===== config.mk =====
export PLATFORM = sky130hd
export DESIGN_NAME = i2c_master_register_access_top
export DESIGN_NICKNAME = d
export VERILOG_FILES = /design/src/i2cmra_pkg.sv /design/src/i2cmra_core.sv /design/src/i2c_master_register_access_top.sv
export SDC_FILE = /design/constraint.sdc
export NUM_CORES = 1
export LEC_CHECK = 0
export ABC_CLOCK_PERIOD_IN_PS = 4800
export BUFFER_PORTS_ARGS = -buffer_cell sky130_fd_sc_hd__buf_2
export CAP_MARGIN = 20
export CORE_MARGIN = 2
export CORE_UTILIZATION = 35
export DETAILED_ROUTE_END_ITERATION = 7
export PLACE_DENSITY = 0.47
export SKIP_LAST_GASP = 1
export SLEW_MARGIN = 20
export SYNTH_ARGS = -nofsm -noshare
export SYNTH_HDL_FRONTEND = slang
export SYNTH_SLANG_ARGS = --single-unit

===== constraint.sdc =====
create_clock -name clk -period 4.8 [get_ports clk]
set_clock_uncertainty 0.1 [all_clocks]
set_input_delay 1.44 -clock clk [delete_from_list [all_inputs] [get_ports clk]]
set_output_delay 1.44 -clock clk [all_outputs]
set_load 0.005 [all_outputs]

===== src/i2cmra_pkg.sv =====
// Package with the shared types, codes and defaults of the I2C register access master.
`default_nettype none
package i2cmra_pkg;

  localparam int MAX_BYTES_DEFAULT = 16;

  typedef enum logic [1:0] {
    OP_TICK  = 2'd0,
    OP_READ  = 2'd1,
    OP_WRITE = 2'd2,
    OP_LOAD  = 2'd3
  } op_t;

  typedef enum logic [3:0] {
    PH_IDLE,
    PH_START,
    PH_RESTART,
    PH_ADDR_W,
    PH_REG,
    PH_ADDR_R,
    PH_DATA,
    PH_RECV,
    PH_STOP
  } phase_t;

  typedef struct packed {
    op_t        operation;
    logic       sda_in;
    logic [6:0] device_address;
    logic [7:0] register_address;
    logic [4:0] byte_count;
    logic [7:0] write_data;
  } item_t;

  typedef struct packed {
    logic       scl_out;
    logic       sda_out;
    logic       busy_res;
    logic       read_valid;
    logic [7:0] read_data;
    logic       done_res;
    logic       success;
  } result_t;

endpackage
`default_nettype wire


===== src/i2cmra_core.sv =====
// Bus sequencer with its state registers and the write byte buffer.
`default_nettype none
module i2cmra_core import i2cmra_pkg::*; #(
  parameter int MAX_BYTES = MAX_BYTES_DEFAULT
) (
  input  wire logic    clk,
  input  wire logic    rst,
  input  wire logic    fire,
  input  wire item_t   item,
  output result_t      res
);

  localparam int CntW  = $clog2(MAX_BYTES + 1);
  localparam int AddrW = (MAX_BYTES > 1) ? $clog2(MAX_BYTES) : 1;
  localparam int CmpW  = (CntW > 5) ? CntW : 5;

  phase_t            phase, phase_next;
  logic [1:0]        tick_in_bit, tick_in_bit_next;
  logic [3:0]        bit_counter, bit_counter_next;
  logic [7:0]        shift_register, shift_register_next;
  logic [CntW-1:0]   byte_index, byte_index_next;
  logic [CntW-1:0]   transfer_length, transfer_length_next;
  logic              is_read, is_read_next;
  logic [6:0]        target_address, target_address_next;
  logic [7:0]        target_register, target_register_next;
  logic [CntW-1:0]   load_pointer, load_pointer_next;
  logic              nack_seen, nack_seen_next;

  logic [7:0]        write_buffer [0:MAX_BYTES-1];
  logic [7:0]        buffer_data;
  logic              load_we;

  logic              busy;
  logic [CmpW-1:0]   len_ext;
  logic [CmpW-1:0]   len_sat;
  logic [CntW:0]     index_inc;
  logic              ack_low;

  always_ff @(posedge clk) begin
    if (fire && load_we) begin
      write_buffer[load_pointer[AddrW-1:0]] <= item.write_data;
    end
    buffer_data <= write_buffer[byte_index[AddrW-1:0]];
  end

  always_comb begin
    phase_next           = phase;
    tick_in_bit_next     = tick_in_bit;
    bit_counter_next     = bit_counter;
    shift_register_next  = shift_register;
    byte_index_next      = byte_index;
    transfer_length_next = transfer_length;
    is_read_next         = is_read;
    target_address_next  = target_address;
    target_register_next = target_register;
    load_pointer_next    = load_pointer;
    nack_seen_next       = nack_seen;
    load_we              = 1'b0;
    res                  = '0;
    busy                 = (phase != PH_IDLE);
    len_ext              = CmpW'(item.byte_count);
    len_sat              = (len_ext > CmpW'(MAX_BYTES)) ? CmpW'(MAX_BYTES) : len_ext;
    index_inc            = {1'b0, byte_index} + 1'b1;

    case (item.operation)
      OP_TICK: begin
        if (busy) begin
          case (phase)
            PH_START, PH_RESTART: begin
              if (tick_in_bit < 2'd3) begin
                tick_in_bit_next = tick_in_bit + 2'd1;
              end else begin
                phase_next          = (phase == PH_START) ? PH_ADDR_W : PH_ADDR_R;
                shift_register_next = {target_address, (phase == PH_RESTART)};
                bit_counter_next    = '0;
                tick_in_bit_next    = '0;
              end
            end
            PH_ADDR_W, PH_REG, PH_ADDR_R, PH_DATA: begin
              if (!bit_counter[3]) begin
                if (tick_in_bit < 2'd2) begin
                  tick_in_bit_next = tick_in_bit + 2'd1;
                end else begin
                  shift_register_next = {shift_register[6:0], 1'b0};
                  bit_counter_next    = bit_counter + 4'd1;
                  tick_in_bit_next    = '0;
                end
              end else if (tick_in_bit == 2'd1) begin
                nack_seen_next   = nack_seen | item.sda_in;
                tick_in_bit_next = 2'd2;
              end else if (tick_in_bit == 2'd0) begin
                tick_in_bit_next = 2'd1;
              end else begin
                bit_counter_next = '0;
                tick_in_bit_next = '0;
                if (nack_seen) begin
                  phase_next = PH_STOP;
                end else if (phase == PH_ADDR_W) begin
                  phase_next          = PH_REG;
                  shift_register_next = target_register;
                end else if (phase == PH_REG && is_read) begin
                  phase_next = PH_RESTART;
                end else if (phase == PH_ADDR_R) begin
                  if (transfer_length != '0) begin
                    phase_next          = PH_RECV;
                    shift_register_next = '0;
                  end else begin
                    phase_next = PH_STOP;
                  end
                end else if (byte_index < transfer_length) begin
                  phase_next          = PH_DATA;
                  shift_register_next = buffer_data;
                  byte_index_next     = index_inc[CntW-1:0];
                end else begin
                  phase_next = PH_STOP;
                end
              end
            end
            PH_RECV: begin
              if (!bit_counter[3]) begin
                if (tick_in_bit == 2'd0) begin
                  shift_register_next = {shift_register[6:0], item.sda_in};
                  if (bit_counter == 4'd7) begin
                    res.read_valid = 1'b1;
                    res.read_data  = {shift_register[6:0], item.sda_in};
                  end
                  tick_in_bit_next = 2'd1;
                end else begin
                  bit_counter_next = bit_counter + 4'd1;
                  tick_in_bit_next = '0;
                end
              end else if (tick_in_bit < 2'd2) begin
                tick_in_bit_next = tick_in_bit + 2'd1;
              end else begin
                byte_index_next  = index_inc[CntW-1:0];
                bit_counter_next = '0;
                tick_in_bit_next = '0;
                if (index_inc < {1'b0, transfer_length}) begin
                  phase_next          = PH_RECV;
                  shift_register_next = '0;
                end else begin
                  phase_next = PH_STOP;
                end
              end
            end
            PH_STOP: begin
              if (tick_in_bit < 2'd2) begin
                tick_in_bit_next = tick_in_bit + 2'd1;
              end else begin
                phase_next       = PH_IDLE;
                bit_counter_next = '0;
                tick_in_bit_next = '0;
                res.done_res     = 1'b1;
                res.success      = !nack_seen;
              end
            end
            default: begin
            end
          endcase
        end
      end
      OP_LOAD: begin
        if (!busy && load_pointer < CntW'(MAX_BYTES)) begin
          load_we           = 1'b1;
          load_pointer_next = load_pointer + 1'b1;
        end
      end
      default: begin
        if (!busy) begin
          transfer_length_next = len_sat[CntW-1:0];
          target_address_next  = item.device_address;
          target_register_next = item.register_address;
          is_read_next         = (item.operation == OP_READ);
          byte_index_next      = '0;
          load_pointer_next    = '0;
          nack_seen_next       = 1'b0;
          shift_register_next  = '0;
          phase_next           = PH_START;
          bit_counter_next     = '0;
          tick_in_bit_next     = '0;
        end
      end
    endcase

    ack_low = ({1'b0, byte_index_next} + 1'b1) < {1'b0, transfer_length_next};
    res.busy_res = (phase_next != PH_IDLE);
    case (phase_next)
      PH_START, PH_RESTART: begin
        res.scl_out = (tick_in_bit_next == 2'd1) || (tick_in_bit_next == 2'd2) ||
                      (tick_in_bit_next == 2'd0 && phase_next == PH_START);
        res.sda_out = (tick_in_bit_next < 2'd2);
      end
      PH_ADDR_W, PH_REG, PH_ADDR_R, PH_DATA: begin
        res.scl_out = (tick_in_bit_next == 2'd1);
        res.sda_out = bit_counter_next[3] ? 1'b1 : shift_register_next[7];
      end
      PH_RECV: begin
        if (!bit_counter_next[3]) begin
          res.scl_out = (tick_in_bit_next == 2'd0);
          res.sda_out = 1'b1;
        end else begin
          res.scl_out = (tick_in_bit_next == 2'd1);
          res.sda_out = !ack_low;
        end
      end
      PH_STOP: begin
        res.scl_out = (tick_in_bit_next >= 2'd1);
        res.sda_out = (tick_in_bit_next == 2'd2);
      end
      default: begin
        res.scl_out = 1'b1;
        res.sda_out = 1'b1;
      end
    endcase
  end

  always_ff @(posedge clk) begin
    if (rst) begin
      phase           <= PH_IDLE;
      tick_in_bit     <= '0;
      bit_counter     <= '0;
      shift_register  <= '0;
      byte_index      <= '0;
      transfer_length <= '0;
      is_read         <= 1'b0;
      target_address  <= '0;
      target_register <= '0;
      load_pointer    <= '0;
      nack_seen       <= 1'b0;
    end else if (fire) begin
      phase           <= phase_next;
      tick_in_bit     <= tick_in_bit_next;
      bit_counter     <= bit_counter_next;
      shift_register  <= shift_register_next;
      byte_index      <= byte_index_next;
      transfer_length <= transfer_length_next;
      is_read         <= is_read_next;
      target_address  <= target_address_next;
      target_register <= target_register_next;
      load_pointer    <= load_pointer_next;
      nack_seen       <= nack_seen_next;
    end
  end

  a_idle_clean: assert property (@(posedge clk) disable iff (rst)
    (phase == PH_IDLE) |-> (tick_in_bit == 2'd0 && bit_counter == 4'd0))
    else $error("Sequencer idle with a bit in progress.");

  a_bit_range: assert property (@(posedge clk) disable iff (rst)
    bit_counter <= 4'd8)
    else $error("Bit counter beyond the acknowledge slot.");

  a_index_range: assert property (@(posedge clk) disable iff (rst)
    (byte_index <= transfer_length) && (transfer_length <= CntW'(MAX_BYTES)))
    else $error("Byte index beyond the transfer length.");

endmodule
`default_nettype wire


===== src/i2c_master_register_access_top.sv =====
// Top level of the I2C register access master: input register, sequencer and result register.
// Words wait in the input register; each result is captured in the result register.
// Throughput: one word per cycle unless out_ready stalls; each word gives exactly one result.
// Each tick word advances the bus by one delay period; commands while busy are dropped.
// Reset: synchronous, active high; the sequencer returns to idle at once, no clearing pass.
// The write buffer holds no value after reset until bytes are loaded into it.
`default_nettype none
module i2c_master_register_access_top import i2cmra_pkg::*; #(
  parameter int MAX_BYTES = MAX_BYTES_DEFAULT
) (
  input  wire logic       clk,
  input  wire logic       rst,
  input  wire logic       in_valid,
  output logic            in_ready,
  input  wire logic [1:0] operation,
  input  wire logic       sda_in,
  input  wire logic [6:0] device_address,
  input  wire logic [7:0] register_address,
  input  wire logic [4:0] byte_count,
  input  wire logic [7:0] write_data,
  output logic            out_valid,
  input  wire logic       out_ready,
  output logic            scl_out,
  output logic            sda_out,
  output logic            busy_res,
  output logic            read_valid,
  output logic [7:0]      read_data,
  output logic            done_res,
  output logic            success
);

  logic    hold_valid;
  item_t   hold_item;
  logic    fire;
  result_t res_comb;
  result_t res_q;

  assign fire     = hold_valid && (!out_valid || out_ready);
  assign in_ready = !hold_valid || fire;

  always_ff @(posedge clk) begin
    if (rst) begin
      hold_valid <= 1'b0;
    end else if (in_valid && in_ready) begin
      hold_valid <= 1'b1;
    end else if (fire) begin
      hold_valid <= 1'b0;
    end
  end

  always_ff @(posedge clk) begin
    if (in_valid && in_ready) begin
      hold_item.operation        <= op_t'(operation);
      hold_item.sda_in           <= sda_in;
      hold_item.device_address   <= device_address;
      hold_item.register_address <= register_address;
      hold_item.byte_count       <= byte_count;
      hold_item.write_data       <= write_data;
    end
  end

  i2cmra_core #(
    .MAX_BYTES(MAX_BYTES)
  ) u_core (
    .clk (clk),
    .rst (rst),
    .fire(fire),
    .item(hold_item),
    .res (res_comb)
  );

  always_ff @(posedge clk) begin
    if (rst) begin
      out_valid <= 1'b0;
    end else if (fire) begin
      out_valid <= 1'b1;
    end else if (out_ready) begin
      out_valid <= 1'b0;
    end
  end

  always_ff @(posedge clk) begin
    if (fire) begin
      res_q <= res_comb;
    end
  end

  assign scl_out    = res_q.scl_out;
  assign sda_out    = res_q.sda_out;
  assign busy_res   = res_q.busy_res;
  assign read_valid = res_q.read_valid;
  assign read_data  = res_q.read_data;
  assign done_res   = res_q.done_res;
  assign success    = res_q.success;

  a_done_idle: assert property (@(posedge clk) disable iff (rst)
    (out_valid && done_res) |-> (!busy_res && scl_out && sda_out))
    else $error("Transaction finished while the bus is still held.");

  a_success_with_done: assert property (@(posedge clk) disable iff (rst)
    (out_valid && success) |-> done_res)
    else $error("Success reported without a finished transaction.");

  a_read_in_flight: assert property (@(posedge clk) disable iff (rst)
    (out_valid && read_valid) |-> (busy_res && !done_res))
    else $error("Received byte reported outside a read.");

  a_data_zero: assert property (@(posedge clk) disable iff (rst)
    (out_valid && !read_valid) |-> (read_data == 8'd0))
    else $error("Read data not cleared without a received byte.");

endmodule
`default_nettype wire

==> flow_metrics.py, run 1 <==
metrics = {
    "logic_synthesis": {
        "yosysTopAreaCellShare_pct": 46.7,
        "synth-async-reset-ratio_pct": 0,
        "synth_xor_area_share_pct": 0.945,
        "synth-edff-count": 173,
        "syn-cell-area_um2": 11100,
        "synth.distinct_cells": 81,
        "ys_warn_count": 0,
        "synth_compound_area_share_pct": 12.4,
        "yosys.area_share.simple_pct": 13.2,
        "synth_top_family_by_area": "simple AND/OR/NAND/NOR gates",
        "ys_top_cells_by_count": "edfxtp_1, nand2_1, nor2_1, a21oi_1, dfxtp_1",
        "ys.flop_type": "edfxtp_1",
        "postSynthAreaPerCell_um2": 12.4,
        "synth-adder-area-share_pct": 3.67,
        "ys_ff_latch": 233,
        "netlist_instances": 899,
        "synth_seq_area_share_pct": 57.5,
        "yosysMostFrequentCell": "edfxtp_1",
        "yosysTopAreaCell": "edfxtp_1",
        "synth_mux_area_share_pct": 9.28,
        "synth_area_leaders": "edfxtp_1, dfxtp_1, mux4_2",
        "synth_fp_nets": 965,
    },
    "final_layout": {
        "multi_input_area_um2": 4390,
        "fillCellCount": 2997,
        "regArea_um2": 6400,
        "drive_above_1_share_pct": 19.9,
        "design_area_um2": 12900,
        "num_antenna_cells": 0,
        "area_delta_synth_final_pct": 15.8,
        "nets": 1035,
    },
    "critical_path": {
        "cp-end-kind": "flip-flop",
        "critPathLaunchType": "flip-flop",
        "worstReg2RegStart": "hold_item[29]$_DFFE_PP_",
        "r2r_slack_ns": 0.66,
        "r2r-end": "sda_out$_DFFE_PP_",
        "crit_type": "flip-flop to flip-flop",
        "worstPathMaxFanout": 13,
        "reg2reg_depth": 16,
        "cp.arrival_ns": 4.33,
        "cp-endpoint": "sda_out$_DFFE_PP_",
        "startpoint": "hold_item[29]$_DFFE_PP_",
        "critPathRequiredTime_ns": 4.98,
    },
    "place": {
        "hpwlAfterDp_um": 20400,
        "pre_cts_ws_ns": 0.705,
        "port_buffers": 50,
        "gp_congestion": 0.868,
        "dpl_cell_area_um2": 12000,
    },
    "power_and_ir_drop": {
        "peakVddDrop_v": 0.000254,
        "p_leak_uw": 0.00438,
        "pwr_density_cell_nw_per_um2": 370,
        "power_uw": 4760,
    },
    "route": {
        "wire_per_inst_um": 20.9,
        "viasPerCell": 5.39,
        "wl_um": 29100,
        "dr.first_iter.drc_count": 704,
        "ant_nets": 0,
        "num_vias": 7504,
        "dr.pass1.iters": 6,
        "drc": 0,
    },
    "job": {
        "cap_viol_max_count": 0,
    },
    "sta": {
        "max_freq_mhz": 241,
        "rsz0062_at_grt": "no",
        "setup_violations": 0,
        "tightest_slew_ns": 0.975,
        "hold_viol_final": 0,
        "finalWorstSetupSlack_ns": 0.655,
        "period_share_pct": 86.3,
        "slew_viol_final": 0,
        "relSlewSlack_pct": 34.8,
        "fin_crit_ns": 4.14,
        "setup_tns_ns": 0,
    },
    "clock_network": {
        "cts-htree-levels": 1,
        "clock_path_buffers": 3,
        "cts.clk_slew.worst_paths_ns": 0.06,
        "tritoncts": "built",
        "post_cts_buffers": 0,
        "cts_num_sinks": 233,
        "cts_buffers": 26,
        "cts_root_buffer": "clkbuf_16",
        "hold_buffers": 0,
        "clk_latency_ns": 0.55,
        "post_cts_resized": 0,
    },
    "floorplan": {
        "start_util_pct": 35.4,
        "fp.dieH_um": 182,
        "core_area_um2": 31400,
        "die_w_um": 182,
        "num_rows": 65,
        "fp.dieArea_um2": 33200,
        "io_pins": 51,
    },
    "min_path": {
        "hold_path.class": "flip-flop to flip-flop",
    },
    "global_routing": {
        "grt_max_degree": 37,
        "grt_pass1_wl_um": 44700,
        "grt_pass1_vias": 7445,
        "gr-total-overflow": 0,
        "antenna_found_initial": 0,
        "track_usage_pct": 17.6,
    },
    "status": {
        "status": "complete, no violations",
    },
}
-- sequential cells by signal, summed over array words and instances, names as in the netlist, 2 cells and up --
register,count
u_core.write_buffer,128
u_core.buffer_data,8
u_core.load_pointer,5
read_data,8
u_core.tick_in_bit,2
u_core.phase,4
hold_item,31
u_core.bit_counter,4
u_core.byte_index,5
u_core.shift_register,8
u_core.target_address,7
u_core.target_register,8
u_core.transfer_length,5
-- per-layer routing --
layer / up-vias / track usage, % / share of wire, %
li1: 3564 / - / -
met1: 3660 / 23.2 / 44
met2: 221 / 30.0 / 48
met3: 59 / 2.37 / 4.7
met4: 0 / 5.81 / 3.3
met5: - / 0 / 0
-- cell type report --
class | instances | share of cell area, %
Timing Repair Buffer | 97 | 4.68
Sequential cell | 233 | 49.7
Multi-Input combinational cell | 588 | 34.1
Inverter | 23 | 0.670
Tap cell | 402 | 3.91
Clock inverter | 18 | 1.84
Clock buffer | 30 | 5.17
-- kinds of logic (layout without fill, tap and decap cells) --
kind of cell,count (synthesis),count (layout)
compound gates,200,200
xor+xnor,12,12
fa+ha+maj,33,33
buf+inv,78,168
flops,233,233
mux,53,53
simple gates,290,290
-- worst min-delay path by stage --
| stage | slack (ns) | to | depth (start not counted) | start |
|---|---|---|---|---|
| floorplan | 0.34 | u_core.target_address[0]$_SDFFE_PP0P_ | 2 | u_core.target_address[0]$_SDFFE_PP0P_ |
| global route | 0.38 | u_core.target_register[3]$_SDFFE_PP0P_ | 2 | u_core.target_register[3]$_SDFFE_PP0P_ |
| detailed placement | 0.35 | u_core.target_register[7]$_SDFFE_PP0P_ | 2 | u_core.target_register[7]$_SDFFE_PP0P_ |
| CTS | 0.36 | u_core.target_register[7]$_SDFFE_PP0P_ | 2 | u_core.target_register[7]$_SDFFE_PP0P_ |
| finish | 0.36 | u_core.target_register[7]$_SDFFE_PP0P_ | 2 | u_core.target_register[7]$_SDFFE_PP0P_ |
| global placement | 0.35 | u_core.target_register[7]$_SDFFE_PP0P_ | 2 | u_core.target_register[7]$_SDFFE_PP0P_ |
-- layout by cell type, fill, tap and decap left out, drive strengths merged, types with 4 or more instances in the layout --
cell type / instances
edfxtp: 173
buf: 97
nand2: 91
nor2: 68
a21oi: 64
dfxtp: 60
mux4: 40
ha: 31
clkbuf: 30
o21ai: 26
inv: 22
nor3: 18
nand3: 17
nand2b: 16
a22oi: 16
and2: 13
mux2i: 12
clkinv: 12
nor2b: 10
a31oi: 10
a211oi: 10
nand4: 10
and3: 9
nor3b: 9
a21o: 8
o22ai: 8
xnor2: 7
nand3b: 7
o211ai: 6
o31ai: 5
o21a: 5
or3: 5
xor2: 5
bufinv: 5
nor4: 5
o2111ai: 4
a311o: 4
o221ai: 4
a21boi: 4
-- report_power, final --
group | internal (µW) | switching, µW
clock network | 1270 | 814
logic | 168 | 260
registers | 2210 | 45.5
-- metrics by stage --
stage          cells  utilization [%]  hold slack (ns)
6_report        1391             41.0            0.355
5_1_grt         1391             41.0            0.379
3_5_place_dp    1343             38.2            0.348
2_1_floorplan    899                -            0.336
4_1_cts         1391             41.0            0.357
3_3_place_gp    1343             38.2            0.350
-- critical path, stage by stage, from the launching register on --
cell and delay [ns]:
edfxtp_1 0.37, inv_1 0.05, ha_1 0.45, nand2b_1 0.34, nor3_1 0.64, nand3_1 0.18, nor2b_1 0.17, o211ai_2 0.20
ha_1 0.21, nand3_1 0.09, xnor2_1 0.14, ha_1 0.29, o2111ai_1 0.09, a21o_1 0.11, o2111ai_1 0.17, nand4b_1 0.16
o221ai_1 0.11
Note: power is estimated with default switching activity, not from simulation.
==> inputs of run 2 (changes only) <==
Settings changed: ABC_CLOCK_PERIOD_IN_PS 4800 to 4200.
Clock period 4.8 ns to 4.2 ns, I/O delays scaled along.
==> flow_metrics.py, run 2 (synthesized netlist as in run 1, its figures left out) <==
metrics = {
    "status": {
        "status": "complete, no violations",
    },
    "min_path": {
        "min_path_cells": 2,
        "min_to": "u_core.target_register[3]$_SDFFE_PP0P_",
        "hold_path.class": "flip-flop to flip-flop",
        "hp-start": "u_core.target_register[3]$_SDFFE_PP0P_",
    },
    "sta": {
        "setup_tns_ns": 0,
        "max_freq_mhz": 255,
        "slew_viol_final": 0,
        "fin_crit_ns": 3.92,
        "setup_violations": 0,
        "relSlewSlack_pct": 34.1,
        "rsz0062_at_grt": "no",
        "tightest_slew_ns": 0.981,
        "hold_viol_final": 0,
        "hold_ws_ns": 0.355,
        "period_share_pct": 93.4,
    },
    "critical_path": {
        "r2r_slack_ns": 0.28,
        "worstPathMaxFanout": 5,
        "critPathRequiredTime_ns": 4.37,
        "cp-end-kind": "flip-flop",
        "worstReg2RegStart": "u_core.tick_in_bit[0]$_SDFFE_PP0P_",
        "cp.arrival_ns": 4.09,
        "r2r-end": "sda_out$_DFFE_PP_",
        "reg2reg_depth": 14,
        "critPathLaunchType": "flip-flop",
        "startpoint": "u_core.tick_in_bit[0]$_SDFFE_PP0P_",
        "crit_type": "flip-flop to flip-flop",
    },
    "route": {
        "wl_um": 29000,
        "drc": 0,
        "dr.pass1.iters": 5,
        "num_vias": 7574,
        "wire_per_inst_um": 20.7,
        "viasPerCell": 5.40,
        "ant_nets": 0,
        "dr.first_iter.drc_count": 642,
    },
    "floorplan": {
        "io_pins": 51,
        "start_util_pct": 35.4,
        "fp.dieH_um": 182,
        "core_area_um2": 31400,
        "num_rows": 65,
        "fp.dieArea_um2": 33200,
        "die_w_um": 182,
    },
    "power_and_ir_drop": {
        "internal-power_uw": 4050,
        "pwr-share-seq_pct": 48.4,
        "peakVddDrop_v": 0.000316,
        "switching_share_pct": 23.7,
        "p_leak_uw": 0.00443,
        "p_comb_share_pct": 9.2,
        "p_clk_share_pct": 42.4,
        "power_uw": 5320,
        "pwr_density_cell_nw_per_um2": 412,
        "power_switching_uw": 1260,
    },
    "global_routing": {
        "grt_pass1_wl_um": 44600,
        "grt_use_met1_pct": 23.2,
        "grtUsageMet2_pct": 28.9,
        "grtUsageMet3_pct": 2.61,
        "antenna_found_initial": 0,
        "grt_pass1_vias": 7469,
        "top_usage_layer": "met2",
        "grt_max_degree": 35,
        "track_usage_pct": 17.5,
        "gr-total-overflow": 0,
    },
    "clock_network": {
        "clock_path_buffers": 3,
        "cts_root_buffer": "clkbuf_16",
        "post_cts_resized": 0,
        "hold_buffers": 0,
        "cts_buffers": 26,
        "tritoncts": "built",
        "clk_latency_ns": 0.54,
        "cts.clk_slew.worst_paths_ns": 0.06,
        "post_cts_buffers": 0,
        "cts-htree-levels": 1,
        "cts_num_sinks": 233,
    },
    "final_layout": {
        "layout_common_cells": "edfxtp_1, nand2_1, nor2_1",
        "final_common_cell": "edfxtp_1",
        "stdcell_count": 1402,
        "nets": 1046,
        "fillCellCount": 2997,
        "design_area_um2": 12900,
        "drive_above_1_share_pct": 20.9,
        "num_antenna_cells": 0,
        "largest_reg_flops": 128,
        "area_delta_synth_final_pct": 16.1,
    },
    "place": {
        "hpwlAfterDp_um": 20500,
        "port_buffers": 50,
        "dp_cells": 1353,
        "gp_congestion": 0.921,
        "dpl_cell_area_um2": 12100,
    },
    "job": {
        "cap_viol_max_count": 0,
    },
}
-- run 2: cell types whose count changed in the layout (fill, tap and decap cells not counted), sizes merged --
| cell | change |
|---|---|
| inv | +1 |
| clkinv | -1 |
| bufinv | -2 |
| clkbuf | +3 |
| clkinvlp | -1 |
| buf | +11 |
-- run 2: cell type report --
type                       instances  area, µm²  share of cell area, %
inverter                          23       86.3                  0.668
clock buffer                      33        677                   5.24
timing repair buffer             108        686                   5.31
sequential                       233       6400                   49.5
clock inverter                    15        181                   1.40
multi-input combinational        588       4390                   34.0
tap                              402        503                   3.89
-- run 2: worst max path at each step --
stage                                    to  cells after the start  slack [ns]
after CTS                 sda_out$_DFFE_PP_                     14        0.23
after global routing      sda_out$_DFFE_PP_                     14        0.02
after detailed placement  sda_out$_DFFE_PP_                     14        0.24
after floorplan           sda_out$_DFFE_PP_                     16        0.30
after global placement    sda_out$_DFFE_PP_                     15        0.31
final                     sda_out$_DFFE_PP_                     14        0.28
-- run 2: power by group through the flow --
stage	Sequential [µW]	Combinational, µW	Clock, µW
2_1_floorplan	2600	337	0
3_3_place_gp	2620	491	0
3_5_place_dp	2620	486	0
4_1_cts	2570	488	2330
5_1_grt	2580	535	2420
6_report	2570	487	2250
-- run 2: per-stage QoR --
stage | util [%] | worst slack, ns
floorplan | - | 0.303
global placement | 38.4 | 0.314
detailed placement | 38.4 | 0.242
CTS | 41.1 | 0.234
global route | 41.1 | 0.0176
finish | 41.1 | 0.278
-- run 2: per-layer routing --
metal | share of wire, % | vias to the layer above
met4 | 3.9 | 0
met2 | 47 | 233
met5 | 0 | -
met3 | 4.9 | 62
met1 | 44 | 3686
li1 | - | 3593
-- run 2: worst max-delay path, cell delays in order (launching register included) --
cell and delay, ns:
dfxtp_1 0.42, inv_1 0.12, ha_1 0.23, or4b_4 0.57, a2111oi_4 0.41, nand4_1 0.17
a22oi_2 0.32, nand3_2 0.12, xnor2_1 0.14, ha_1 0.30, a21o_1 0.16, a21oi_1 0.15
o2111ai_1 0.18, nand4b_1 0.16, o221ai_1 0.11
==> inputs of run 3 (changes only) <==
Settings changed: ABC_AREA set to 1, CTS_CLUSTER_DIAMETER set to 60.
==> flow_metrics.py, run 3 <==
metrics = {
    "status": {
        "status": "complete, no violations",
    },
    "clock_network": {
        "cts_buffers": 28,
        "post_cts_buffers": 0,
        "cts.clk_slew.worst_paths_ns": 0.06,
        "cts_root_buffer": "clkbuf_16",
        "clock_path_buffers": 3,
        "clk_latency_ns": 0.56,
        "post_cts_resized": 0,
        "tritoncts": "built",
        "cts-htree-levels": 1,
        "cts_num_sinks": 233,
        "hold_buffers": 0,
    },
    "global_routing": {
        "antenna_found_initial": 0,
        "grt_max_degree": 67,
        "track_usage_pct": 18.9,
        "grt_pass1_vias": 8315,
        "gr-total-overflow": 0,
        "grt_pass1_wl_um": 48600,
    },
    "final_layout": {
        "regArea_um2": 6400,
        "area_delta_synth_final_pct": 15.0,
        "largest_reg_flops": 128,
        "nets": 1331,
        "fillCellCount": 3149,
        "multi_input_area_um2": 4100,
        "drive_above_1_share_pct": 12.7,
        "layout_common_cells": "nand2_1, nor2_1, edfxtp_1",
        "num_antenna_cells": 0,
        "final_common_cell": "nand2_1",
    },
    "sta": {
        "finalWorstSetupSlack_ns": 0.431,
        "period_share_pct": 89.7,
        "relSlewSlack_pct": 50.1,
        "max_freq_mhz": 265,
        "rsz0062_at_grt": "no",
        "setup_tns_ns": 0,
        "slew_viol_final": 0,
        "setup_violations": 0,
        "hold_viol_final": 0,
        "fin_crit_ns": 3.77,
        "tightest_slew_ns": 0.747,
    },
    "floorplan": {
        "num_rows": 65,
        "io_pins": 51,
        "core_area_um2": 31500,
        "start_util_pct": 35.4,
        "fp.dieArea_um2": 33300,
        "fp.dieH_um": 182,
        "die_w_um": 182,
    },
    "critical_path": {
        "r2r_slack_ns": 0.43,
        "critPathRequiredTime_ns": 4.40,
        "cp.arrival_ns": 3.97,
        "cp-end-kind": "flip-flop",
        "critPathLaunchType": "flip-flop",
        "crit_type": "flip-flop to flip-flop",
        "worstPathMaxFanout": 8,
    },
    "route": {
        "ant_nets": 0,
        "viasPerCell": 5.11,
        "dr.first_iter.drc_count": 599,
        "dr.pass1.iters": 5,
        "drc": 0,
        "wire_per_inst_um": 18.7,
        "wl_um": 31600,
        "num_vias": 8638,
    },
    "power_and_ir_drop": {
        "p_leak_uw": 0.00497,
        "pwr_density_cell_nw_per_um2": 433,
        "peakVddDrop_v": 0.000326,
    },
    "logic_synthesis": {
        "ys.flop_type": "edfxtp_1",
        "synth_seq_area_share_pct": 57.4,
        "synth_area_leaders": "edfxtp_1, dfxtp_1, o21ai_0",
        "synth-async-reset-ratio_pct": 0,
        "ys_ff_latch": 233,
        "yosysMostFrequentCell": "nand2_1",
        "ys_warn_count": 0,
        "synth-edff-count": 173,
        "synth_fp_nets": 1266,
        "yosysTopAreaCellShare_pct": 46.6,
        "postSynthAreaPerCell_um2": 9.28,
        "yosysTopAreaCell": "edfxtp_1",
        "syn-cell-area_um2": 11100,
        "ys_top_cells_by_count": "nand2_1, edfxtp_1, nor2_1, o21ai_0, inv_1",
        "netlist_instances": 1200,
        "synth.distinct_cells": 47,
    },
    "place": {
        "port_buffers": 50,
        "pre_cts_ws_ns": 0.497,
        "gp_congestion": 0.887,
        "hpwlAfterDp_um": 21700,
    },
    "job": {
        "cap_viol_max_count": 0,
    },
    "min_path": {
        "hold_path.class": "flip-flop to flip-flop",
    },
}
[run 3: changes by cell type after synthesis, sizes merged, moves of 12 or more]
cell and change:
o22ai +38, buf -18, clkbuf +15, a21oi +17, nor2 +119, and2 -13
nand2b -16, nand3 +25, o21ai +129, a22oi -15, nand2 +100, inv +92
mux2i -12, mux4 -40
[run 3: path summary, 6_finish.rpt]
check	to	cells after the start	start
worst max-delay path	sda_out$_DFFE_PP_	25	u_core.tick_in_bit[0]$_SDFFE_PP0P_
worst min-delay path	u_core.shift_register[4]$_SDFFE_PP0P_	2	u_core.shift_register[4]$_SDFFE_PP0P_
worst min register to register	u_core.shift_register[4]$_SDFFE_PP0P_	2	u_core.shift_register[4]$_SDFFE_PP0P_
worst max register to register	sda_out$_DFFE_PP_	25	u_core.tick_in_bit[0]$_SDFFE_PP0P_
[run 3: cells by family (layout without fill, tap and decap cells)]
group / count (synthesis) / in the layout / share of synthesized area [%]
compound gates: 310 / 310 / 15.3
xor+xnor: 7 / 7 / 0.550
fa+ha+maj: 31 / 31 / 3.48
buf+inv: 168 / 255 / 5.81
flops: 233 / 233 / 57.4
simple gates: 451 / 451 / 17.4
[run 3: cell type report]
| cell class | instances | share of cell area (%) |
|---|---|---|
| multi-input cells | 799 | 32.0 |
| clock inverters | 17 | 0.908 |
| clock buffers | 35 | 5.68 |
| repair buffers | 87 | 4.12 |
| well taps | 402 | 3.93 |
| flip-flops and latches | 233 | 49.9 |
| inverters | 116 | 3.44 |
[run 3: per-layer routing]
| metal | vias to the layer above | track usage [%] | wire length (µm) |
|---|---|---|---|
| li1 | 4288 | - | - |
| met1 | 4107 | 25.1 | 14400 |
| met2 | 200 | 33.0 | 15400 |
| met3 | 43 | 2.43 | 1250 |
| met4 | 0 | 4.13 | 622 |
| met5 | - | 0 | 0 |
[run 3: critical path, stage by stage (launching register included)]
cell     delay (ns)
dfxtp_1        0.43
inv_1          0.15
ha_1           0.25
inv_1          0.11
nand2_1        0.12
nor2_2         0.33
nand2_4        0.10
nor2_4         0.18
nand3_4        0.12
nand2_1        0.09
nand3_1        0.08
nand2_1        0.07
nand2_1        0.07
a21oi_2        0.22
ha_1           0.22
xor2_1         0.15
inv_1          0.06
ha_1           0.27
nand2_1        0.07
inv_1          0.03
nand2_1        0.06
nand2_1        0.05
nand2_1        0.05
nand2_1        0.05
nand2_1        0.05
nand2_1        0.05
[run 3: stage by stage]
step	instance area, µm²	std cells	power [µW]	hold WS [ns]	util, %
after CTS	12800	1689	5610	0.364	40.7
after floorplan	11100	1200	3130	0.345	-
after detailed placement	12000	1637	3400	0.355	38.0
after global routing	12800	1689	5800	0.384	40.7
after global placement	12000	1637	3410	0.353	38.0
final	12800	1689	5550	0.365	40.7
[run 3: report_power, final]
| group | internal (µW) | total, µW | switching [µW] | leakage, µW |
|---|---|---|---|---|
| registers | 2540 | 2610 | 64.5 | 0.00208 |
| clock network | 1240 | 2200 | 958 | 0.000405 |
| logic | 229 | 744 | 516 | 0.00249 |
| total | 4010 | 5550 | 1540 | 0.00497 |
